--- src/rtl/tmb_pkg.sv ---
// tmb_pkg: request/result codes, field widths and the channel config word
// for the tick timer bank. No dependencies; used by every other file but tmb_ram.

package tmb_pkg;

  // payload field widths
  localparam int MODE_W  = 3;
  localparam int ID_W    = 4;
  localparam int TICKS_W = 16;
  localparam int KIND_W  = 2;
  localparam int EV_W    = 5;

  // request kinds
  localparam logic [MODE_W-1:0] MODE_TICK  = 3'd0;
  localparam logic [MODE_W-1:0] MODE_START = 3'd1;
  localparam logic [MODE_W-1:0] MODE_STOP  = 3'd2;
  localparam logic [MODE_W-1:0] MODE_QUERY = 3'd3;
  localparam logic [MODE_W-1:0] MODE_ALLOC = 3'd4;

  // result kinds
  localparam logic [KIND_W-1:0] KIND_ACK   = 2'd0;
  localparam logic [KIND_W-1:0] KIND_EVENT = 2'd1;
  localparam logic [KIND_W-1:0] KIND_QUERY = 2'd2;
  localparam logic [KIND_W-1:0] KIND_ALLOC = 2'd3;

  // cap on expiry events reported by one tick
  localparam logic [EV_W-1:0] MAX_EVENTS = 5'd16;

  // per-channel settings written by start
  typedef struct packed {
    logic               periodic;
    logic               notify;
    logic [TICKS_W-1:0] period;
  } tmb_cfg_t;

endpackage

--- src/rtl/tmb_req_if.sv ---
// tmb_req_if: request channel of the tick timer bank (valid/ready plus payload).
// Depends on tmb_pkg for field widths.

interface tmb_req_if;
  logic                        valid;
  logic                        ready;
  logic [tmb_pkg::MODE_W-1:0]  mode;
  logic [tmb_pkg::ID_W-1:0]    timer_id;
  logic [tmb_pkg::TICKS_W-1:0] ticks;
  logic                        repeat_mode;
  logic                        notify;

  modport source (output valid, mode, timer_id, ticks, repeat_mode, notify, input ready);
  modport sink   (input valid, mode, timer_id, ticks, repeat_mode, notify, output ready);
endinterface

--- src/rtl/tmb_rsp_if.sv ---
// tmb_rsp_if: result channel of the tick timer bank (valid/ready plus payload).
// Depends on tmb_pkg for field widths.

interface tmb_rsp_if;
  logic                       valid;
  logic                       ready;
  logic [tmb_pkg::KIND_W-1:0] kind;
  logic [tmb_pkg::ID_W-1:0]   result_id;
  logic                       flag;
  logic                       last;

  modport source (output valid, kind, result_id, flag, last, input ready);
  modport sink   (input valid, kind, result_id, flag, last, output ready);
endinterface

--- src/rtl/multi_channel_tick_timer_bank.sv ---
// multi_channel_tick_timer_bank: bank of down-counting timer channels.
// Depends on tmb_pkg, tmb_req_if, tmb_rsp_if and tmb_ram.

// A bank of TIMER_COUNT down-counting timers driven by one request beat at a
// time: tick, start, stop, query expired, or allocate id (ids start at 1).
// Start, stop, query, allocate and unknown kinds are answered in the cycle
// the request beat is taken; the result beat is registered and appears in the
// cycle after. A tick walks the allocated channels one per cycle, holding
// in place while the result side stalls an expiry event beat, through a
// single shared decrement-and-compare unit fed by the read port of the count
// memory. Expiry events come out in ascending channel order, at most 16 per
// tick, followed by an acknowledge beat with last set. A new request is
// taken only when the sequencer is idle and the result register is free or
// being drained. Periods and counts live in memories that are never cleared;
// a channel uses them only after a start has written them.

module multi_channel_tick_timer_bank #(
  parameter int TIMER_COUNT = 16
) (
  input  logic      clk,
  input  logic      rst_n,
  tmb_req_if.sink   in_bus,
  tmb_rsp_if.source out_bus
);

  localparam int IDW  = $clog2(TIMER_COUNT);
  localparam int CW   = $clog2(TIMER_COUNT + 1);
  localparam int CMPW = (CW > tmb_pkg::ID_W) ? CW : tmb_pkg::ID_W;
  localparam int TW   = tmb_pkg::TICKS_W;

  // sequencer states
  localparam logic [1:0] S_IDLE = 2'd0;
  localparam logic [1:0] S_EVAL = 2'd1;
  localparam logic [1:0] S_ACK  = 2'd2;

  logic [1:0]                 state_r, state_nxt;
  logic [IDW-1:0]             idx_r, idx_nxt;
  logic [tmb_pkg::EV_W-1:0]   ev_cnt_r, ev_cnt_nxt;
  logic [CW-1:0]              alloc_r, alloc_nxt;
  logic [TIMER_COUNT-1:0]     running_r, running_nxt;
  logic [TIMER_COUNT-1:0]     expired_r, expired_nxt;

  logic                       out_valid_r;
  logic [tmb_pkg::KIND_W-1:0] out_kind_r;
  logic [tmb_pkg::ID_W-1:0]   out_id_r;
  logic                       out_flag_r;
  logic                       out_last_r;

  // result register load
  logic                       ld_en;
  logic [tmb_pkg::KIND_W-1:0] ld_kind;
  logic [tmb_pkg::ID_W-1:0]   ld_id;
  logic                       ld_flag;
  logic                       ld_last;

  // memory ports
  logic              cnt_we, per_we, rd_en;
  logic [IDW-1:0]    waddr, raddr;
  logic [TW-1:0]     cnt_wdata, cnt_rdata;
  tmb_pkg::tmb_cfg_t per_wdata, per_rdata;

  logic              can_load, accept;
  logic [CMPW-1:0]   id_x;
  logic [IDW-1:0]    id_a;
  logic              id_ok, start_ok;
  logic              run, hit, emit;
  logic [TW-1:0]     dec;
  logic [CW-1:0]     idx_inc;

  assign can_load     = !out_valid_r || out_bus.ready;
  assign in_bus.ready = (state_r == S_IDLE) && can_load;
  assign accept       = in_bus.valid && in_bus.ready;

  // request decode helpers
  assign id_x     = CMPW'(in_bus.timer_id);
  assign id_a     = id_x[IDW-1:0];
  assign id_ok    = id_x < CMPW'(TIMER_COUNT);
  assign start_ok = (id_x < CMPW'(alloc_r)) && (in_bus.ticks != '0);

  // shared decrement and zero compare for the channel under evaluation
  assign run     = running_r[idx_r];
  assign dec     = cnt_rdata - TW'(1);
  assign hit     = run && (dec == '0);
  assign emit    = hit && per_rdata.notify && (ev_cnt_r < tmb_pkg::MAX_EVENTS);
  assign idx_inc = CW'(idx_r) + CW'(1);

  assign per_wdata = '{periodic: in_bus.repeat_mode, notify: in_bus.notify,
                       period: in_bus.ticks};

  // sequencer
  always_comb begin
    state_nxt   = state_r;
    idx_nxt     = idx_r;
    ev_cnt_nxt  = ev_cnt_r;
    alloc_nxt   = alloc_r;
    running_nxt = running_r;
    expired_nxt = expired_r;
    cnt_we      = 1'b0;
    per_we      = 1'b0;
    waddr       = id_a;
    cnt_wdata   = in_bus.ticks;
    rd_en       = 1'b0;
    raddr       = '0;
    ld_en       = 1'b0;
    ld_kind     = tmb_pkg::KIND_ACK;
    ld_id       = '0;
    ld_flag     = 1'b0;
    ld_last     = 1'b1;
    case (state_r)
      S_IDLE: begin
        if (accept) begin
          ld_en = 1'b1;
          case (in_bus.mode)
            tmb_pkg::MODE_TICK: begin
              ld_en      = 1'b0;
              rd_en      = 1'b1;
              idx_nxt    = '0;
              ev_cnt_nxt = '0;
              state_nxt  = S_EVAL;
            end
            tmb_pkg::MODE_START: begin
              ld_id   = in_bus.timer_id;
              ld_flag = start_ok;
              if (start_ok) begin
                cnt_we            = 1'b1;
                per_we            = 1'b1;
                running_nxt[id_a] = 1'b1;
                expired_nxt[id_a] = 1'b0;
              end
            end
            tmb_pkg::MODE_STOP: begin
              ld_id = in_bus.timer_id;
              if (id_ok) begin
                running_nxt[id_a] = 1'b0;
              end
            end
            tmb_pkg::MODE_QUERY: begin
              ld_kind = tmb_pkg::KIND_QUERY;
              ld_id   = in_bus.timer_id;
              ld_flag = id_ok && expired_r[id_a];
            end
            tmb_pkg::MODE_ALLOC: begin
              ld_kind = tmb_pkg::KIND_ALLOC;
              if (CMPW'(alloc_r) < CMPW'(TIMER_COUNT)) begin
                ld_id     = tmb_pkg::ID_W'(CMPW'(alloc_r));
                ld_flag   = 1'b1;
                alloc_nxt = alloc_r + CW'(1);
              end
            end
            default: begin
            end
          endcase
        end
      end
      S_EVAL: begin
        // one channel per cycle, hold in place while an event beat is blocked
        if (!emit || can_load) begin
          if (run) begin
            cnt_we    = 1'b1;
            waddr     = idx_r;
            cnt_wdata = hit ? per_rdata.period : dec;
            if (hit && !per_rdata.periodic) begin
              running_nxt[idx_r] = 1'b0;
              expired_nxt[idx_r] = 1'b1;
            end
          end
          if (emit) begin
            ld_en      = 1'b1;
            ld_kind    = tmb_pkg::KIND_EVENT;
            ld_id      = tmb_pkg::ID_W'(CMPW'(idx_r));
            ld_last    = 1'b0;
            ev_cnt_nxt = ev_cnt_r + tmb_pkg::EV_W'(1);
          end
          if (idx_inc == alloc_r) begin
            state_nxt = S_ACK;
          end else begin
            idx_nxt = IDW'(idx_inc);
            rd_en   = 1'b1;
            raddr   = IDW'(idx_inc);
          end
        end
      end
      S_ACK: begin
        if (can_load) begin
          ld_en     = 1'b1;
          state_nxt = S_IDLE;
        end
      end
      default: begin
        state_nxt = S_IDLE;
      end
    endcase
  end

  // control state
  always_ff @(posedge clk) begin
    if (!rst_n) begin
      state_r   <= S_IDLE;
      idx_r     <= '0;
      ev_cnt_r  <= '0;
      alloc_r   <= CW'(1);
      running_r <= '0;
      expired_r <= '0;
    end else begin
      state_r   <= state_nxt;
      idx_r     <= idx_nxt;
      ev_cnt_r  <= ev_cnt_nxt;
      alloc_r   <= alloc_nxt;
      running_r <= running_nxt;
      expired_r <= expired_nxt;
    end
  end

  // result register
  always_ff @(posedge clk) begin
    if (!rst_n) begin
      out_valid_r <= 1'b0;
    end else if (ld_en) begin
      out_valid_r <= 1'b1;
    end else if (out_bus.ready) begin
      out_valid_r <= 1'b0;
    end
  end

  always_ff @(posedge clk) begin
    if (ld_en) begin
      out_kind_r <= ld_kind;
      out_id_r   <= ld_id;
      out_flag_r <= ld_flag;
      out_last_r <= ld_last;
    end
  end

  assign out_bus.valid     = out_valid_r;
  assign out_bus.kind      = out_kind_r;
  assign out_bus.result_id = out_id_r;
  assign out_bus.flag      = out_flag_r;
  assign out_bus.last      = out_last_r;

  // remaining ticks per channel
  tmb_ram #(
    .WIDTH (TW),
    .DEPTH (TIMER_COUNT)
  ) u_cnt_ram (
    .clk   (clk),
    .we    (cnt_we),
    .waddr (waddr),
    .wdata (cnt_wdata),
    .re    (rd_en),
    .raddr (raddr),
    .rdata (cnt_rdata)
  );

  // period and mode bits per channel
  tmb_ram #(
    .WIDTH ($bits(tmb_pkg::tmb_cfg_t)),
    .DEPTH (TIMER_COUNT)
  ) u_per_ram (
    .clk   (clk),
    .we    (per_we),
    .waddr (waddr),
    .wdata (per_wdata),
    .re    (rd_en),
    .raddr (raddr),
    .rdata (per_rdata)
  );

  // allocation never runs past the bank
  a_alloc_bound: assert property (@(posedge clk) disable iff (!rst_n)
    (alloc_r >= CW'(1)) && (CW'(alloc_r) <= CW'(TIMER_COUNT)))
    else $error("allocated count out of range");

  // event cap per tick
  a_ev_cap: assert property (@(posedge clk) disable iff (!rst_n)
    ev_cnt_r <= tmb_pkg::MAX_EVENTS)
    else $error("too many expiry events in one tick");

  // a request beat is never taken while a result would be overwritten
  a_no_overrun: assert property (@(posedge clk) disable iff (!rst_n)
    accept |-> (!out_valid_r || out_bus.ready))
    else $error("request taken while result register blocked");

  // a tick starts the channel walk
  a_tick_walk: assert property (@(posedge clk) disable iff (!rst_n)
    (accept && (in_bus.mode == tmb_pkg::MODE_TICK)) |=> (state_r == S_EVAL))
    else $error("tick did not start the channel walk");

  // events carry last low and only appear during the walk
  a_event_src: assert property (@(posedge clk) disable iff (!rst_n)
    (ld_en && (ld_kind == tmb_pkg::KIND_EVENT)) |-> ((state_r == S_EVAL) && !ld_last))
    else $error("expiry event outside the channel walk");

endmodule

--- src/rtl/tmb_ram.sv ---
// tmb_ram: generic single-write, single-read memory with registered read data.
// No dependencies.

module tmb_ram #(
  parameter int WIDTH = 16,
  parameter int DEPTH = 16
) (
  input  logic                     clk,
  input  logic                     we,
  input  logic [$clog2(DEPTH)-1:0] waddr,
  input  logic [WIDTH-1:0]         wdata,
  input  logic                     re,
  input  logic [$clog2(DEPTH)-1:0] raddr,
  output logic [WIDTH-1:0]         rdata
);

  logic [WIDTH-1:0] mem [DEPTH];

  // write port and registered read port, read data holds while re is low
  always_ff @(posedge clk) begin
    if (we) begin
      mem[waddr] <= wdata;
    end
    if (re) begin
      rdata <= mem[raddr];
    end
  end

endmodule

--- src/flat_wrapper.sv ---
// flat-port wrapper written by rule: the top's interface ports become plain ports
module multi_channel_tick_timer_bank_flat 
#(
  parameter int TIMER_COUNT = 16
)
  (clk, rst_n, in_bus_valid, in_bus_mode, in_bus_timer_id, in_bus_ticks, in_bus_repeat_mode, in_bus_notify, in_bus_ready, out_bus_valid, out_bus_kind, out_bus_result_id, out_bus_flag, out_bus_last, out_bus_ready);
  tmb_req_if in_bus_i ();
  tmb_rsp_if out_bus_i ();
  input  logic clk;
  input  logic rst_n;
  input wire logic [$bits(in_bus_i.valid)-1:0] in_bus_valid;
  input wire logic [$bits(in_bus_i.mode)-1:0] in_bus_mode;
  input wire logic [$bits(in_bus_i.timer_id)-1:0] in_bus_timer_id;
  input wire logic [$bits(in_bus_i.ticks)-1:0] in_bus_ticks;
  input wire logic [$bits(in_bus_i.repeat_mode)-1:0] in_bus_repeat_mode;
  input wire logic [$bits(in_bus_i.notify)-1:0] in_bus_notify;
  output wire logic [$bits(in_bus_i.ready)-1:0] in_bus_ready;
  output wire logic [$bits(out_bus_i.valid)-1:0] out_bus_valid;
  output wire logic [$bits(out_bus_i.kind)-1:0] out_bus_kind;
  output wire logic [$bits(out_bus_i.result_id)-1:0] out_bus_result_id;
  output wire logic [$bits(out_bus_i.flag)-1:0] out_bus_flag;
  output wire logic [$bits(out_bus_i.last)-1:0] out_bus_last;
  input wire logic [$bits(out_bus_i.ready)-1:0] out_bus_ready;
  assign in_bus_i.valid = in_bus_valid;
  assign in_bus_i.mode = in_bus_mode;
  assign in_bus_i.timer_id = in_bus_timer_id;
  assign in_bus_i.ticks = in_bus_ticks;
  assign in_bus_i.repeat_mode = in_bus_repeat_mode;
  assign in_bus_i.notify = in_bus_notify;
  assign in_bus_ready = in_bus_i.ready;
  assign out_bus_valid = out_bus_i.valid;
  assign out_bus_kind = out_bus_i.kind;
  assign out_bus_result_id = out_bus_i.result_id;
  assign out_bus_flag = out_bus_i.flag;
  assign out_bus_last = out_bus_i.last;
  assign out_bus_i.ready = out_bus_ready;
  multi_channel_tick_timer_bank #(.TIMER_COUNT(TIMER_COUNT)) u_core (.clk(clk), .rst_n(rst_n), .in_bus(in_bus_i), .out_bus(out_bus_i));
endmodule
--- config.mk ---
export PLATFORM = sky130hd
export DESIGN_NAME = multi_channel_tick_timer_bank_flat
export DESIGN_NICKNAME = d
export VERILOG_FILES = /design/src/rtl/tmb_pkg.sv /design/src/rtl/tmb_req_if.sv /design/src/rtl/tmb_rsp_if.sv /design/src/rtl/multi_channel_tick_timer_bank.sv /design/src/rtl/tmb_ram.sv /design/src/flat_wrapper.sv
export SDC_FILE = /design/constraint.sdc
export NUM_CORES = 1
export LEC_CHECK = 0
export BUFFER_PORTS_ARGS = -buffer_cell sky130_fd_sc_hd__buf_2
export CAP_MARGIN = 25
export CORE_MARGIN = 8
export CORE_UTILIZATION = 55
export CTS_BUF_LIST = sky130_fd_sc_hd__clkbuf_4
export DETAILED_ROUTE_END_ITERATION = 7
export PLACE_DENSITY = 0.76
export SLEW_MARGIN = 10
export SYNTH_ARGS = -nofsm -noshare
export SYNTH_HDL_FRONTEND = slang
export SYNTH_SLANG_ARGS = --single-unit
--- constraint.sdc ---
create_clock -name clk -period 7.3 [get_ports clk]
set_clock_uncertainty 0.2 [all_clocks]
set_input_delay 1.46 -clock clk [delete_from_list [all_inputs] [get_ports clk]]
set_output_delay 1.46 -clock clk [all_outputs]
set_load 0.005 [all_outputs]
==> results list, run 1 <==
- Net count of the mapped netlist: 1,855
- Post-layout net count: 2,005
- The mapped netlist covers 0.02658 mm^2.
* Endpoint type of the worst setup path: flop
- Share of final-layout standard cells stronger than drive strength 1: 24.85%
- Data arrives at the worst endpoint at between 5 and 6 ns.
- The commonest cells after synthesis are 586 x sky130_fd_sc_hd__edfxtp_1, 166 x sky130_fd_sc_hd__a21oi_1, 112 x sky130_fd_sc_hd__nand2_1, 105 x sky130_fd_sc_hd__mux2i_1, 104 x sky130_fd_sc_hd__nor2_1.
* Distinct cells, synth: 74
* Net switching share of the total power: 21.35%
- Combinational cells account for under 10% of the total power.
* Via count: 17,690
- Critical Path Most Common Cell: sky130_fd_sc_hd__buf_4
- DRC violation count after routing: 2
- Data required time at the worst endpoint: 7.71 ns
* H-Tree Depth: 4
* Overall die height: 235.8 um
- No sink is reached through more buffers than the 3 on the longest clock path.
* Post-route ant nets: 0
* Hold buffer count at cts: 0
- Total of warnings raised by yosys: 0
* Cell at the root of the clock tree: sky130_fd_sc_hd__clkbuf_4
- Uppermost signal routing layer after detailed routing: met4
- Along the worst path, the maximum fanout reaches 45.
- Across the VDD grid, the largest voltage drop is roughly 130 uV.
- Detailed-routed wire length on met3: 7744 um
- The run finished, with violations left.
* Largest net degree at the start of global routing: 64
- Worst R2R Start: u_core.idx_r[0]$_SDFFE_PN0P_
- Overflow left after global routing: 0
* Async set-reset flop share out of synthesis: 0%
- Number of placement rows: 80
* Reported net switching power: around 1.5 mW
* Clock sink total: roughly 640
* Total count of hold-check failures in the final report: 0
* Detail Route met2 WL: 33,000 um
* Transition time at the pin with the least slew margin: 1.071 ns
* Core area: 0.04775 mm^2
* TritonCTS clock tree: done
- Biggest area contributors in the synthesized netlist: sky130_fd_sc_hd__edfxtp_1 66%, sky130_fd_sc_hd__mux2i_1 4.0%, sky130_fd_sc_hd__dfxtp_1 3.7%
- At the placement stage, the worst setup path has a slack of 1.928 ns.
- Top_reg_cell synth: sky130_fd_sc_hd__edfxtp_1
- By instance count, the leading cell after synthesis is sky130_fd_sc_hd__edfxtp_1.
- Once the floorplan was initialized, standard cells occupied 55.68% of the core.
* Part of the Yosys area used for sequential elements: between 60% and 70%
- The number of clock buffers added by TritonCTS is 157.
- Share of total power in sequential cells: 56.5%
- Count of buffers inserted at the top-level ports: 38
- For this design the top-level I/O count stands at 39.
- Cells fill 62.22% of the core in the end.
- MaxCap Viol Count: 0
- Area share of the leading cell type in the synthesized netlist: 66.20%
* Slew headroom: 28.44%
- Drt total wl: 70,250 um
- Total Neg Setup Slack: 0 ns
- Number of synthesized flops with an enable pin: 586
- The final count of pins violating max slew came to 0.
* Clock group share of total power: just over 40%
- For this run, the top clock speed supported by timing is 184.3 MHz.
* Final clock period utilization by the worst path: 74.33%
- Cell internal power was estimated by the tool at 5.552 mW.
* Cell type group with the largest total delay on the critical path: buffers and inverters
- Final weighted congestion of routability-driven global placement: slightly above 0.9
* Insertion delay to the later sink of the worst-skew pair: 1.01 ns
- The die covers between 0.05 and 0.06 mm^2.
* Worst setup path startpoint: u_core.idx_r[0]$_SDFFE_PN0P_
* Vias in the first global route: 17,330
- Detailed placement ended at an HPWL of 42,160 um.
- Buffers and inverters on the worst path: 4
* Setup Crit Path Kind: reg -> reg
* Power Density: 237.6 mW/mm^2
* Buffers inserted by post-CTS timing repair: 0
- Global-route wire length before repair: around 100,000 um
- Router iterations before antenna repair: 8
- Dividing the detail-routed wire length by the instance count gives about 26 um.
- The die is 235.8 um wide.
- A synthesized cell averages 14.65 um^2.
- Critical path's slowest cell: sky130_fd_sc_hd__dfxtp_4
* Drt initial violations: 2,169
- The number of antenna violations at the first check in global routing was 2.
* Post-CTS resize count: 0
- Global router's overall resource usage: 24.66%
- Setup violations remaining at the end of the flow were counted as 0.
* Leak: 9.394 nW
* Metal1 wirelength: 26,610 um
- Counting I/O delays and the setup requirement, the final critical path takes approximately 5.4 ns.
- Cell taking the most area after synthesis: sky130_fd_sc_hd__edfxtp_1
- Worst Slack Setup Final: 1.874 ns
- The critical path goes through mux4_2 -> a22o_1 -> a311oi_4 -> nor4_4 -> buf_4 -> nor2_4 -> buf_4 -> nor2_1 -> inv_1 -> buf_4.
- The checks that failed: DRC.
- For this run, the slowest stage of the critical path takes 0.83 ns.
* DR vias/cell: 6.612
* Tightest Hold Check Type: reg -> reg
- Post-CTS clock slew at the launch and capture registers of the worst setup and hold paths: 0.06 ns
* Synthesized flop and latch total: around 640
- Startpoint of the worst hold path: u_core.expired_r[8]$_SDFFE_PN0P_
* Count of mapped cells out of synthesis: 1,815
- Relative area change from synthesis to final layout: 11.76%
- STA classifies the critical path startpoint as a flop.
* Setup repair after global routing missed its margin: false
==> cell families after synthesis <==
kind of cell | after synthesis | synth area share, %
compound gates | 456 | 12.88
xor+xnor | 17 | 0.6119
fa+ha+maj | 11 | 0.5177
buf+inv | 142 | 2.400
flops | 635 | 69.89
mux | 150 | 6.326
simple gates | 404 | 7.380
==> power by group through the flow <==
stage	logic [mW]	clock network (mW)	registers (mW)
after floorplan	0.0792	0	4.07
after global placement	0.159	0	4.07
after detailed placement	0.166	0	4.07
after CTS	0.167	2.93	3.99
after global routing	0.184	3.12	3.99
final	0.173	2.89	3.99
==> worst paths after layout <==
check | end | slack, ns | cells past startpoint
worst max-delay path | u_core.u_cnt_ram.rdata[6]$_DFFE_PP_ | 1.87 | 10
worst min-delay path | u_core.expired_r[8]$_SDFFE_PN0P_ | 0.27 | 2
worst max register to register | u_core.u_cnt_ram.rdata[6]$_DFFE_PP_ | 1.87 | 10
worst min register to register | u_core.expired_r[8]$_SDFFE_PN0P_ | 0.27 | 2
==> worst register-to-register path, cell delays in order (launching register included) <==
cell and delay (ns):
sky130_fd_sc_hd__dfxtp_4 0.83, sky130_fd_sc_hd__mux4_2 0.64, sky130_fd_sc_hd__a22o_1 0.25, sky130_fd_sc_hd__a311oi_4 0.59, sky130_fd_sc_hd__nor4_4 0.12, sky130_fd_sc_hd__buf_4 0.26
sky130_fd_sc_hd__nor2_4 0.84, sky130_fd_sc_hd__buf_4 0.57, sky130_fd_sc_hd__nor2_1 0.19, sky130_fd_sc_hd__inv_1 0.08, sky130_fd_sc_hd__buf_4 0.47
==> layout make-up <==
class	count	area, um^2
Fill cell	3450	18040
Clock inverter	27	220.2
Antenna cell	4	10.01
Inverter	16	60.06
Tap cell	615	769.5
Timing Repair Buffer	117	845.8
Clock buffer	223	1674
Multi-Input combinational cell	1038	7547
Sequential cell	635	18580
==> layout by cell type, fill, tap and decap left out, types with 15 or more instances in the layout <==
master and count:
sky130_fd_sc_hd__buf_2 38, sky130_fd_sc_hd__mux2i_1 105, sky130_fd_sc_hd__nor2_1 98, sky130_fd_sc_hd__buf_4 71
sky130_fd_sc_hd__o221ai_1 33, sky130_fd_sc_hd__a211o_1 33, sky130_fd_sc_hd__mux2_2 34, sky130_fd_sc_hd__nor3_1 46
sky130_fd_sc_hd__a221oi_1 45, sky130_fd_sc_hd__o221a_2 32, sky130_fd_sc_hd__clkinv_1 17, sky130_fd_sc_hd__nand2_1 111
sky130_fd_sc_hd__clkbuf_4 224, sky130_fd_sc_hd__inv_1 15, sky130_fd_sc_hd__dfxtp_1 48, sky130_fd_sc_hd__edfxtp_1 586
sky130_fd_sc_hd__nand3_1 48, sky130_fd_sc_hd__a221oi_2 29, sky130_fd_sc_hd__a21oi_1 166, sky130_fd_sc_hd__o21ai_0 35
==> metrics by stage <==
stage,std cells,power (mW),cell area [um^2],hold WS [ns]
final,2675,7.059,29710,0.2723
after global routing,2673,7.290,29700,0.2866
after CTS,2662,7.091,29600,0.2714
after detailed placement,2412,4.235,27710,0.2634
after global placement,2406,4.227,27630,0.2482
after floorplan,1815,4.146,26580,0.2408
==> sequential cells by signal, summed over array words and instances, names as in the netlist, 4 cells and up, named ones only <==
register / flops
u_core.alloc_r: 5
u_core.ev_cnt_r: 5
u_core.expired_r: 16
u_core.idx_r: 4
u_core.out_bus.result_id: 4
u_core.u_cnt_ram.mem: 256
u_core.u_cnt_ram.rdata: 16
u_core.u_per_ram.mem: 288
u_core.u_per_ram.rdata: 18
==> layer usage <==
layer	track usage, %	vias to the layer above
met5	0	-
met1	31.72	8664
met4	11.57	0
met3	6.424	219
met2	39.00	1226
li1	-	7577
No activity file was read; power rests on OpenSTA's default activity.
==> inputs of run 2 (changes only) <==
--- a/config.mk
+++ b/config.mk
@@ -11,7 +11,7 @@
 export CORE_UTILIZATION = 55
 export CTS_BUF_LIST = sky130_fd_sc_hd__clkbuf_4
 export DETAILED_ROUTE_END_ITERATION = 7
-export PLACE_DENSITY = 0.76
+export PLACE_DENSITY = 0.79
 export SLEW_MARGIN = 10
 export SYNTH_ARGS = -nofsm -noshare
 export SYNTH_HDL_FRONTEND = slang
==> constraint.sdc (replaced) <==
create_clock -name clk -period 4.6 [get_ports clk]
set_clock_uncertainty 0.2 [all_clocks]
set_input_delay 0.92 -clock clk [delete_from_list [all_inputs] [get_ports clk]]
set_output_delay 0.92 -clock clk [all_outputs]
set_load 0.005 [all_outputs]
==> run 2 against run 1 <==
  * The flow now finishes without violations
  * Setup slack lost 1.7 ns
  * Clock-buffer cell count is the same
  * Clock power grew 67%
  * Non-clock buffer count grew 31
  * Largest cell class unchanged
  * Critical path depth grew 1
  * Sequential cell count is the same
==> results list, run 2 (synthesis results as in run 1) <==
- Critical-path cell list: inv_1 -> ha_1 -> or3b_2 -> or3_1 -> o211ai_2 -> nor4_4 -> nor2_4 -> buf_16 -> nor2_1 -> inv_1 -> buf_12
- Cell at the root of the clock tree: sky130_fd_sc_hd__clkbuf_4
* Commonest cells after routing, fill and taps aside: 586 x sky130_fd_sc_hd__edfxtp_1, 223 x sky130_fd_sc_hd__clkbuf_4, 166 x sky130_fd_sc_hd__a21oi_1
- Total count of hold-check failures in the final report: 0 (unchanged)
* Register-to-Register Setup Slack: 0.17 ns (-1.70 ns)
* Metal1 wirelength: 26,440 um (-0.61%)
- The net switching component of the power came to 2.441 mW (+62%).
* Highest cell delay on the worst timing path: 0.60 ns (-0.23 ns)
- DR vias/cell: 6.588 (-0.36%)
* Filler Cells Inserted: 3,344 (-3.1%)
- Longest Clk Path Bufs: 3 (unchanged)
- Worst-path fanout max: 22 (-51%)
- Drt initial violations: 2,536 (+17%)
* Buffers inserted by post-CTS timing repair: 0 (unchanged)
* Initial standard-cell utilization of the core: 55.68% (unchanged)
- Transition time at the pin with the least slew margin: 0.9199 ns (-0.1510 ns)
- Top Registers: u_core.u_per_ram.mem (288), u_core.u_cnt_ram.mem (256), u_core.u_per_ram.rdata (18)
- The placement-stage worst setup slack is 0.2424 ns (-1.685 ns).
* Top-level I/O count: 39 (unchanged)
- DRC violation count after routing: 0 (-2)
- Share of final-layout standard cells stronger than drive strength 1: 25.70% (+0.84 points)
* Number of flip-flops under the largest register name: 288 (unchanged)
* Initial antenna violation count: 1 (-1)
* Setup Crit Path Kind: reg -> reg
- The min-delay analysis places its worst path in the category in -> reg.
- The worst setup path is launched from a flop.
* Power Density: 380.2 mW/mm^2 (+60%)
* Endpoint type of the worst setup path: flop
* Die extent in x: 235.8 um (unchanged)
* Relative area change from synthesis to final layout: 13.43%
* Hold buffer count at cts: 0 (unchanged)
- Max Transition Viols Final: 0 (unchanged)
* Clock sink total: 635 (unchanged)
- The run finished with clean final reports.
* Final core utilization: 63.16% (+0.93 points)
- The register with the most flip-flops in the final layout is u_core.u_per_ram.mem.
- The clock-pin transition on the worst setup and hold timing paths is 0.07 ns (about the same).
- The detailed placer's ending HPWL came to 43,010 um (+2.0%).
- Number of placement rows: 80 (unchanged)
- Overall die height: 235.8 um (unchanged)
* Post-layout net count: 2,036 (+1.5%)
- Number of placed instances, taps included: 2,450 (+1.6%)
- The achievable frequency was 226.0 MHz (+23%).
- R2R cell count: 11 (+1)
* Average wire per standard cell: 26.17 um (-0.36%)
- Worst vdd rail ir drop: 194.9 uV (+53%)
- Tracing the worst setup path back leads to its startpoint at u_core.u_cnt_ram.rdata[1]$_DFFE_PP_.
- Leak: 9.630 nW (+2.5%)
* Core area: 0.04775 mm^2 (unchanged)
- Buffers and inverters on the worst path: 4 (unchanged)
- TritonCTS built the clock tree.
- The worst setup slack after layout is 0.1748 ns (-1.699 ns).
- H-Tree Depth: 4 (unchanged)
* End point of the critical path: u_core.u_cnt_ram.rdata[9]$_DFFE_PP_
* Non-filler cells, final: 2,733 (+2.2%)
- Net switching share of the total power: 21.30% (-0.056 points)
* Via count: 18,000 (+1.8%)
- The final weighted congestion of routability-driven global placement was 0.9105 (+0.52%).
- Worst R2R Start: u_core.u_cnt_ram.rdata[1]$_DFFE_PP_
- Count of buffers inserted at the top-level ports: 38 (unchanged)
* Cell type group with the largest total delay on the critical path: simple AND/OR/NAND/NOR gates
* Global router's overall resource usage: 25.37% (+0.71 points)
- Clock group share of total power: 42.2% (+1.2 points)
- Detailed-routed wire length on met3: 8299 um (+7.2%)
* Detail Route met2 WL: 33,570 um (+1.7%)
- Critical Path Most Common Cell: sky130_fd_sc_hd__inv_1
- Die Area: 0.05562 mm^2 (unchanged)
* Critical path's slowest cell: sky130_fd_sc_hd__inv_1
- The clock period minus worst slack was 4.425 ns (-1.001 ns).
* Share of total power in sequential cells: 55.2% (-1.3 points)
- Data arrival time of the critical path: 4.85 ns (-0.98 ns)
- Worst reg2reg endpoint: u_core.u_cnt_ram.rdata[9]$_DFFE_PP_
- MaxCap Viol Count: 0 (unchanged)
* Most frequent standard cell in the layout excluding fill and tap cells: sky130_fd_sc_hd__edfxtp_1
* Router iterations before antenna repair: 6 (-2)
* Cell count along the critical path: 11 (+1)
* Overflow left after global routing: 0 (unchanged)
- Slew headroom: 38.67% (+10 points)
- The number of cells upsized or downsized after cts was 0 (unchanged).
* Setup violation total in the final timing report: 0 (unchanged)
- Uppermost signal routing layer after detailed routing: met4
- The total routed wirelength was 71,520 um (+1.8%).
* Total chip power: 11.46 mW (+62%)
- The data required time at the worst endpoint came to 5.03 ns (-2.68 ns).
- Largest net degree at the start of global routing: 111 (+73%)
* Number of cells traversed by the worst hold path: 1 (-1)
* Global-route wire length before repair: 108,000 um (+3.3%)
* Insertion delay to the later sink of the worst-skew pair: 0.97 ns (-0.04 ns)
- The cell-internal power came to 9.022 mW (+63%).
- The portion of the clock cycle consumed by the worst path in the final layout is 96.20% (+22 points).
- The final setup TNS was 0 ns (unchanged).
- Setup repair after global routing left no endpoint under its margin.
- Number of buffers inserted during clock tree synthesis: 157 (unchanged)
- The number of nets with antenna violations after routing came to 0 (unchanged).
* Vias in the first global route: 18,140 (+4.7%)
- The power share of the combinational group came to 2.5% (about the same).
-- run 2: cell count changes in the layout (fill, tap and decap cells not counted), sizes merged --
| cell | change |
|---|---|
| bufinv | +3 |
| clkinvlp | +1 |
| buf | +32 |
| inv | -2 |
| diode | -3 |
| clkbuf | -1 |
| clkinv | +28 |
-- run 2: how the worst min path moves through the flow --
| stage | from | endpoint | slack [ns] |
|---|---|---|---|
| after detailed placement | u_core.expired_r[3]$_SDFFE_PN0P_ | u_core.expired_r[3]$_SDFFE_PN0P_ | 0.26 |
| after floorplan | u_core.expired_r[2]$_SDFFE_PN0P_ | u_core.expired_r[2]$_SDFFE_PN0P_ | 0.24 |
| after global placement | u_core.expired_r[2]$_SDFFE_PN0P_ | u_core.expired_r[2]$_SDFFE_PN0P_ | 0.25 |
| after global routing | in_bus_ticks[0] | u_core.u_per_ram.mem[6][0]$_DFFE_PP_ | 0.03 |
| after CTS | in_bus_ticks[0] | u_core.u_per_ram.mem[6][0]$_DFFE_PP_ | 0.01 |
| final | in_bus_ticks[0] | u_core.u_per_ram.mem[6][0]$_DFFE_PP_ | 0.12 |
-- run 2: power by group through the flow --
stage	registers (mW)	logic [mW]	clock network, mW
after floorplan	6.45	0.126	0
after global placement	6.46	0.268	0
after detailed placement	6.46	0.279	0
after CTS	6.33	0.281	4.92
after global routing	6.33	0.307	5.21
final	6.33	0.288	4.84
-- run 2: cell type report --
cell class	instances	area (um^2)	share of cell area (%)
well taps	615	769.5	2.552
repair buffers	148	1111	3.685
multi-input cells	1038	7542	25.01
flip-flops and latches	635	18580	61.62
clock inverters	57	412.9	1.369
diodes	1	2.502	0.008299
inverters	16	60.06	0.1992
clock buffers	223	1674	5.552
-- run 2: per-stage QoR --
stage	hold slack, ns	instance area (um^2)
floorplan	0.2408	26590
global placement	0.2474	27990
detailed placement	0.2576	28050
CTS	0.009644	30140
global route	0.03020	30150
finish	0.1178	30150
-- run 2: per-layer routing --
layer / GRT usage [%] / vias to the layer above
met5: 0 / -
met4: 12.96 / 0
met3: 7.508 / 231
met2: 39.73 / 1301
met1: 31.95 / 8782
li1: - / 7690
